`src/hdl/grq_pkg.sv`:
```
// Shared types, sizes and codes for the grouped ready queue.
`timescale 1ns / 1ps
`default_nettype none

package grq_pkg;

    // Storage geometry
    localparam int NUM_GROUPS  = 4;
    localparam int QUEUE_DEPTH = 16;

    localparam int GRP_W = (NUM_GROUPS > 1) ? $clog2(NUM_GROUPS) : 1;
    localparam int CNT_W = $clog2(QUEUE_DEPTH + 1);

    // Fixed field widths
    localparam int SEQ_W    = 32;
    localparam int HANDLE_W = 16;
    localparam int KIND_W   = 3;
    localparam int GFIELD_W = 2;
    localparam int LIMIT_W  = 5;
    localparam int OCNT_W   = 5;
    localparam int CIDX_W   = 2;
    localparam int CDATA_W  = 5;

    // Item kinds
    localparam logic [KIND_W-1:0] KIND_INSERT    = 3'd0;
    localparam logic [KIND_W-1:0] KIND_EMP_INSERT = 3'd1;
    localparam logic [KIND_W-1:0] KIND_PEEK      = 3'd2;
    localparam logic [KIND_W-1:0] KIND_TAKE      = 3'd3;
    localparam logic [KIND_W-1:0] KIND_SQUASH    = 3'd4;

    // Configuration register indexes
    localparam logic [CIDX_W-1:0] CFG_FILL_LIMIT   = 2'd0;
    localparam logic [CIDX_W-1:0] CFG_MULDIV_GROUP = 2'd1;
    localparam logic [CIDX_W-1:0] CFG_FPADD_GROUP  = 2'd2;

    // Controls for one cell
    typedef struct packed {
        logic load;   // write the incoming entry if selected
        logic mark;   // flag the entry if newer than the squash bound
        logic step;   // shift from the upper neighbor where the chain says so
    } grq_cell_ctrl_t;

    // Controls for one group row
    typedef struct packed {
        logic insert;
        logic take;
        logic squash_step;
        logic mark;
    } grq_row_ctrl_t;

    // Status of one group row
    typedef struct packed {
        logic [CNT_W-1:0]    count;
        logic                chain_out;
        logic [SEQ_W-1:0]    head_seq;
        logic [HANDLE_W-1:0] head_handle;
    } grq_row_stat_t;

    // Fold an occupancy count into the 5-bit result field
    function automatic logic [OCNT_W-1:0] cnt_to_out(input logic [CNT_W-1:0] c);
        logic [31:0] w;
        w = 32'(c);
        return w[OCNT_W-1:0];
    endfunction

endpackage

`default_nettype wire

```
`src/hdl/grq_cell.sv`:
```
// One queue cell: holds an entry and its squash flag, shifts from its upper neighbor.
`timescale 1ns / 1ps
`default_nettype none

module grq_cell
    import grq_pkg::*;
(
    input  wire logic                clk,
    input  wire logic                rst_n,
    input  wire grq_cell_ctrl_t      ctrl,
    input  wire logic                occ,
    input  wire logic                sel,
    input  wire logic [SEQ_W-1:0]    new_seq,
    input  wire logic [HANDLE_W-1:0] new_handle,
    input  wire logic [SEQ_W-1:0]    up_seq,
    input  wire logic [HANDLE_W-1:0] up_handle,
    input  wire logic                up_dead,
    input  wire logic                shift_in,
    output logic                     shift_out,
    output logic [SEQ_W-1:0]         seq,
    output logic [HANDLE_W-1:0]      handle,
    output logic                     dead
);

    logic [SEQ_W-1:0]    seq_reg;
    logic [SEQ_W-1:0]    seq_next;
    logic [HANDLE_W-1:0] handle_reg;
    logic [HANDLE_W-1:0] handle_next;
    logic                dead_reg;
    logic                dead_next;
    logic                shift;

    // Extend the collapse chain: a flagged live entry makes everything above it move down
    assign shift     = shift_in | (dead_reg & occ);
    assign shift_out = shift;

    // Choose next contents
    always_comb
    begin
        seq_next    = seq_reg;
        handle_next = handle_reg;
        dead_next   = dead_reg;
        if (ctrl.mark)
        begin
            dead_next = (seq_reg > new_seq);
        end
        else if (ctrl.load && sel)
        begin
            seq_next    = new_seq;
            handle_next = new_handle;
            dead_next   = 1'b0;
        end
        else if (ctrl.step && shift)
        begin
            seq_next    = up_seq;
            handle_next = up_handle;
            dead_next   = up_dead;
        end
    end

    // Hold the squash flag
    always_ff @(posedge clk or negedge rst_n)
    begin
        if (!rst_n)
        begin
            dead_reg <= 1'b0;
        end
        else
        begin
            dead_reg <= dead_next;
        end
    end

    // Hold the entry
    always_ff @(posedge clk)
    begin
        seq_reg    <= seq_next;
        handle_reg <= handle_next;
    end

    assign seq    = seq_reg;
    assign handle = handle_reg;
    assign dead   = dead_reg;

endmodule

`default_nettype wire

```
`src/hdl/grq_row.sv`:
```
// One group queue: a row of cells with head at cell 0 and an occupancy counter.
`timescale 1ns / 1ps
`default_nettype none

module grq_row
    import grq_pkg::*;
(
    input  wire logic                clk,
    input  wire logic                rst_n,
    input  wire grq_row_ctrl_t       ctrl,
    input  wire logic [SEQ_W-1:0]    new_seq,
    input  wire logic [HANDLE_W-1:0] new_handle,
    output grq_row_stat_t            stat
);

    logic [CNT_W-1:0]    count_reg;
    logic [CNT_W-1:0]    count_next;
    grq_cell_ctrl_t      cell_ctrl;
    logic                step_en;

    logic [SEQ_W-1:0]    c_seq    [QUEUE_DEPTH];
    logic [HANDLE_W-1:0] c_handle [QUEUE_DEPTH];
    logic                c_dead   [QUEUE_DEPTH];
    logic                chain    [QUEUE_DEPTH+1];

    // Take seeds the chain at the head; squash steps rely on flagged entries alone
    assign step_en        = ctrl.take | ctrl.squash_step;
    assign chain[0]       = ctrl.take;
    assign cell_ctrl.load = ctrl.insert;
    assign cell_ctrl.mark = ctrl.mark;
    assign cell_ctrl.step = step_en;

    genvar i;
    generate
        for (i = 0; i < QUEUE_DEPTH; i++)
        begin : g_cell
            logic [SEQ_W-1:0]    up_seq;
            logic [HANDLE_W-1:0] up_handle;
            logic                up_dead;

            if (i == QUEUE_DEPTH - 1)
            begin : g_top
                assign up_seq    = '0;
                assign up_handle = '0;
                assign up_dead   = 1'b0;
            end
            else
            begin : g_mid
                assign up_seq    = c_seq[i+1];
                assign up_handle = c_handle[i+1];
                assign up_dead   = c_dead[i+1];
            end

            grq_cell u_cell (
                .clk        (clk),
                .rst_n      (rst_n),
                .ctrl       (cell_ctrl),
                .occ        (CNT_W'(i) < count_reg),
                .sel        (CNT_W'(i) == count_reg),
                .new_seq    (new_seq),
                .new_handle (new_handle),
                .up_seq     (up_seq),
                .up_handle  (up_handle),
                .up_dead    (up_dead),
                .shift_in   (chain[i]),
                .shift_out  (chain[i+1]),
                .seq        (c_seq[i]),
                .handle     (c_handle[i]),
                .dead       (c_dead[i])
            );
        end
    endgenerate

    // Advance the count: one up per insert, one down per collapse step
    always_comb
    begin
        count_next = count_reg;
        if (ctrl.insert)
        begin
            count_next = count_reg + CNT_W'(1);
        end
        else if (step_en && chain[QUEUE_DEPTH])
        begin
            count_next = count_reg - CNT_W'(1);
        end
    end

    always_ff @(posedge clk or negedge rst_n)
    begin
        if (!rst_n)
        begin
            count_reg <= '0;
        end
        else
        begin
            count_reg <= count_next;
        end
    end

    assign stat.count       = count_reg;
    assign stat.chain_out   = chain[QUEUE_DEPTH];
    assign stat.head_seq    = c_seq[0];
    assign stat.head_handle = c_handle[0];

endmodule

`default_nettype wire

```
`config.mk`:
```
export PLATFORM = sky130hd
export DESIGN_NAME = grq_row
export DESIGN_NICKNAME = d
export VERILOG_FILES = /design/src/hdl/grq_pkg.sv /design/src/hdl/grq_cell.sv /design/src/hdl/grq_row.sv
export SDC_FILE = /design/constraint.sdc
export NUM_CORES = 2
export LEC_CHECK = 0
export BUFFER_PORTS_ARGS = -buffer_cell sky130_fd_sc_hd__buf_2
export CORE_ASPECT_RATIO = 1.4
export CORE_MARGIN = 2
export CORE_UTILIZATION = 30
export DETAILED_ROUTE_END_ITERATION = 6
export SYNTH_ARGS = -nofsm -noshare
export SYNTH_HDL_FRONTEND = slang
export SYNTH_SLANG_ARGS = --single-unit
```
`constraint.sdc`:
```
create_clock -name clk -period 5.7 [get_ports clk]
set_input_delay 0.855 -clock clk [delete_from_list [all_inputs] [get_ports clk]]
set_output_delay 0.855 -clock clk [all_outputs]
set_load 0.1 [all_outputs]
```
==> qor.log <==
INFO  power          power.density=372nW/um2
INFO  place          gpl.final_weighted_congestion=0.881
INFO  cts            cts.sinks=789
INFO  drt            routed_wirelength=129000um
INFO  critical_path  cp_max_fo=17
INFO  critical_path  rr_worst_depth=10
INFO  sta            grt_setup_unrepaired=false
INFO  global_route   antenna_found_initial=18
INFO  sta            final.min_clock_period=4.76ns
INFO  die            placeableCoreArea=146000um2
INFO  hold_path      hold_path.class=input pin to asynchronous set/reset pin
INFO  job            drv.max_cap_violation_count=0
INFO  cts            max-clock-path-buffers=3
INFO  synthesis      synth_largest_type_area_fraction=52.4%
INFO  synthesis      syn_area_per_cell=12.0um2
INFO  drt            via_per_inst=5.31
INFO  sta            setup_total_negative_slack=0ns
INFO  critical_path  worstSetupStartpoint=count_reg[1]
INFO  die            rows=166
INFO  sta            post-route-period-util=83.4%
INFO  cts            clk_latency=0.67ns
INFO  critical_path  r2r_setup_slack=1.65ns
INFO  critical_path  critical_path.reg2reg.startpoint=count_reg[1]
INFO  drt            drt_drc_violations_left=0
INFO  sta            fin_worst_hold_slack=0.290ns
INFO  synthesis      total_of_flip_flops_plus_latches_after_synthesis=789
INFO  cts            post_cts_resized=0
INFO  power          post-layout-total-power=18.6mW
INFO  layout         post_layout_nonfiller_instances=5777
INFO  critical_path  worst_path_max_delay_cell=sky130_fd_sc_hd__dfrtp_1
INFO  die            floorplan.die_area=150000um2
INFO  critical_path  crit_arrival=3.90ns
INFO  sta            max_freq=210MHz
INFO  power          vdd.ir_drop.worst=0.239mV
INFO  sta            finalSetupViolCount=0
INFO  global_route   grt_use_total=17.0%
INFO  cts            ctsHoldBuffers=0
INFO  critical_path  critical_path_startpoint_category=register
INFO  global_route   grt.overflow.total=0
INFO  global_route   grt_pass1_vias=31100
INFO  sta            maxSlewHeadroom=21.3%
INFO  place          placed_cells_incl_taps=5622
INFO  cts            cts_tree=yes
INFO  sta            worst_slew_pin_slew=1.18ns
INFO  critical_path  timing.critical_path.to=stat[48]
INFO  synthesis      synth.top_cells.by_count=768 x sky130_fd_sc_hd__edfxtp_1, 517 x sky130_fd_sc_hd__ha_1, 515 x sky130_fd_sc_hd__o21ai_0
INFO  critical_path  crit_chain=inv_1, ha_1, or4b_1, a21oi_2, o221ai_2, nor4_4, nand3_1, buf_2
INFO  drt            route.antenna.remaining_nets=0
INFO  critical_path  data_required_time_of_the_worst_path=4.85ns
INFO  layout         drive_above_1_share=17.7%
INFO  critical_path  timing.critical_path.buf_inv=2
INFO  synthesis      synth-seq-area-share=53.6%
INFO  global_route   grt_max_degree=82
INFO  cts            number_of_cts_inserted_buffers=83
INFO  die            die-height=457um
INFO  place          detailed_place_hpwl=93900um
INFO  global_route   wire_length_of_the_first_global_routing_pass=195000um
INFO  synthesis      synthesis.area=44000um2
INFO  drt            drtPass1Iterations=5
INFO  run_status     run_status=finished clean
INFO  cts            clk_transition_reported_paths=0.06ns
INFO  critical_path  reg2reg_to=g_cell[15].u_cell.handle[5]
INFO  drt            drt-wirelength-per-cell=22.4um
INFO  cts            post_cts_setup_buffers=0
INFO  cts            root_buffer=sky130_fd_sc_hd__clkbuf_16
INFO  synthesis      asyncSetResetFlopFracSynth=2.66%
INFO  synthesis      post_synth_edffs=768
INFO  synthesis      post_synth_inst_count=3678
INFO  critical_path  worst-setup-path-type=register to primary output
INFO  cts            cts.htree.levels=3
INFO  synthesis      netlist.top_cell.by_area=sky130_fd_sc_hd__edfxtp_1
INFO  die            floorplan.die.width=328um
INFO  synthesis      synthesis.nets=4249
INFO  die            i_o_pin_count=108
INFO  place          numPortBuffers=107
INFO  synthesis      post-synth-top-count-cell=sky130_fd_sc_hd__edfxtp_1
INFO  critical_path  timing.critical_path.slowest_cell_delay=0.61ns
INFO  critical_path  worst-path-stages=8
INFO  sta            clock-skew-final=0.0285ns
INFO  synthesis      synth-warning-count=0
INFO  power          p_leak=19.7nW
INFO  critical_path  critical_path.endpoint_type=primary output
INFO  layout         number_of_flip_flops_under_the_largest_register_name=512
INFO  synthesis      largest_cells_by_area_after_synthesis=sky130_fd_sc_hd__edfxtp_1 52%, sky130_fd_sc_hd__ha_1 15%, sky130_fd_sc_hd__mux2_2 8.0%, sky130_fd_sc_hd__o21ai_0 5.9%, sky130_fd_sc_hd__nand2_1 4.2%
INFO  drt            via_count=30700
INFO  sta            final-hold-violation-count=0
INFO  synthesis      yosys_most_used_dff=sky130_fd_sc_hd__edfxtp_1
INFO  synthesis      number_of_different_library_cells_in_the_post_synthesis_netlist=68
INFO  layout         area_growth_from_synthesis_to_layout=13.6%
INFO  layout         finish.net_count=4346
INFO  drt            drt_first_iter_violations=2328
INFO  critical_path  critPathTopFamily=simple AND/OR/NAND/NOR gates
INFO  die            initial_core_util=30.2%
INFO  sta            finalMaxSlewViolations=0
[per-stage QoR]
step / utilization, % / cell area (um2) / worst slack (ns)
after floorplan: - / 44000 / 0.283
after global placement: 32.3 / 47100 / 1.66
after detailed placement: 32.3 / 47100 / 1.60
after CTS: 34.3 / 50000 / 0.879
after global routing: 34.3 / 50000 / 0.700
final: 34.3 / 50000 / 0.945
[per-layer routing]
metal | share of wire, % | GRT usage [%] | routed length, um
met5 | 0.11 | 0 | 138
met2 | 51 | 30.8 | 66400
met1 | 40 | 20.1 | 51800
met4 | 4.0 | 6.74 | 5220
met3 | 4.5 | 2.26 | 5870
[worst register-to-register path, cell delays in order (launching register included)]
cell and delay, ns:
sky130_fd_sc_hd__dfrtp_1 0.73, sky130_fd_sc_hd__inv_1 0.29, sky130_fd_sc_hd__ha_1 0.27, sky130_fd_sc_hd__or4b_1 0.18, sky130_fd_sc_hd__a21oi_2 0.07, sky130_fd_sc_hd__o221ai_2 0.42, sky130_fd_sc_hd__nor4_4 0.15, sky130_fd_sc_hd__a31oi_4 0.32
sky130_fd_sc_hd__nor2_1 0.12, sky130_fd_sc_hd__nor2_4 0.81, sky130_fd_sc_hd__buf_4 0.39
[cell type report]
cell class / instances / area, um2
flip-flops and latches: 789 / 23600
fillers: 14400 / 95800
well taps: 1932 / 2420
clock buffers: 98 / 2170
clock inverters: 55 / 658
diodes: 2 / 5.00
multi-input cells: 2632 / 19600
inverters: 72 / 270
repair buffers: 197 / 1220
[cell families (layout without fill, tap and decap cells)]
group	Yosys count	count (layout)	share of synthesized area [%]
flip-flops	789	789	53.6
other	0	2	0
AO/OA/AOI/OAI	909	909	12.0
buffers and inverters	257	422	2.21
multiplexers	321	321	8.19
adder cells (fa/ha/maj)	517	517	14.7
XOR/XNOR	4	4	0.0796
AND/OR/NAND/NOR	881	881	9.16
[how the worst min path moves through the flow]
stage	startpoint	end	slack, ns
after floorplan	g_cell[1].u_cell.handle[15]	g_cell[0].u_cell.handle[15]	0.52
after global placement	g_cell[11].u_cell.handle[5]	g_cell[10].u_cell.handle[5]	0.52
after detailed placement	g_cell[2].u_cell.handle[13]	g_cell[1].u_cell.handle[13]	0.53
after CTS	rst_n	g_cell[10].u_cell.dead	0.28
after global routing	rst_n	g_cell[10].u_cell.dead	0.30
final	rst_n	g_cell[10].u_cell.dead	0.29
[power by group]
| group | leakage [nW] | internal, mW | switching [mW] | total, mW |
|---|---|---|---|---|
| clock | 1.38 | 3.31 | 2.44 | 5.75 |
| combinational | 10.7 | 1.54 | 2.87 | 4.41 |
| sequential | 7.63 | 7.75 | 0.669 | 8.41 |
| total | 19.7 | 12.6 | 5.98 | 18.6 |
[layout by cell type, fill, tap and decap left out, drive strengths merged, types with 9 or more instances in the layout]
master,n
nand3,34
o21ai,515
a21oi,141
nand2,490
mux2,313
nor2b,22
dfrtp,21
and2,54
buf,197
a2111oi,17
clkbuf,98
bufinv,12
edfxtp,768
a31oi,9
o211ai,27
nand4,103
a211oi,34
nor3,31
ha,517
o21a,19
nor4,16
inv,77
nor2,92
clkinv,31
a21o,75
(Power assumes the default switching activity.)
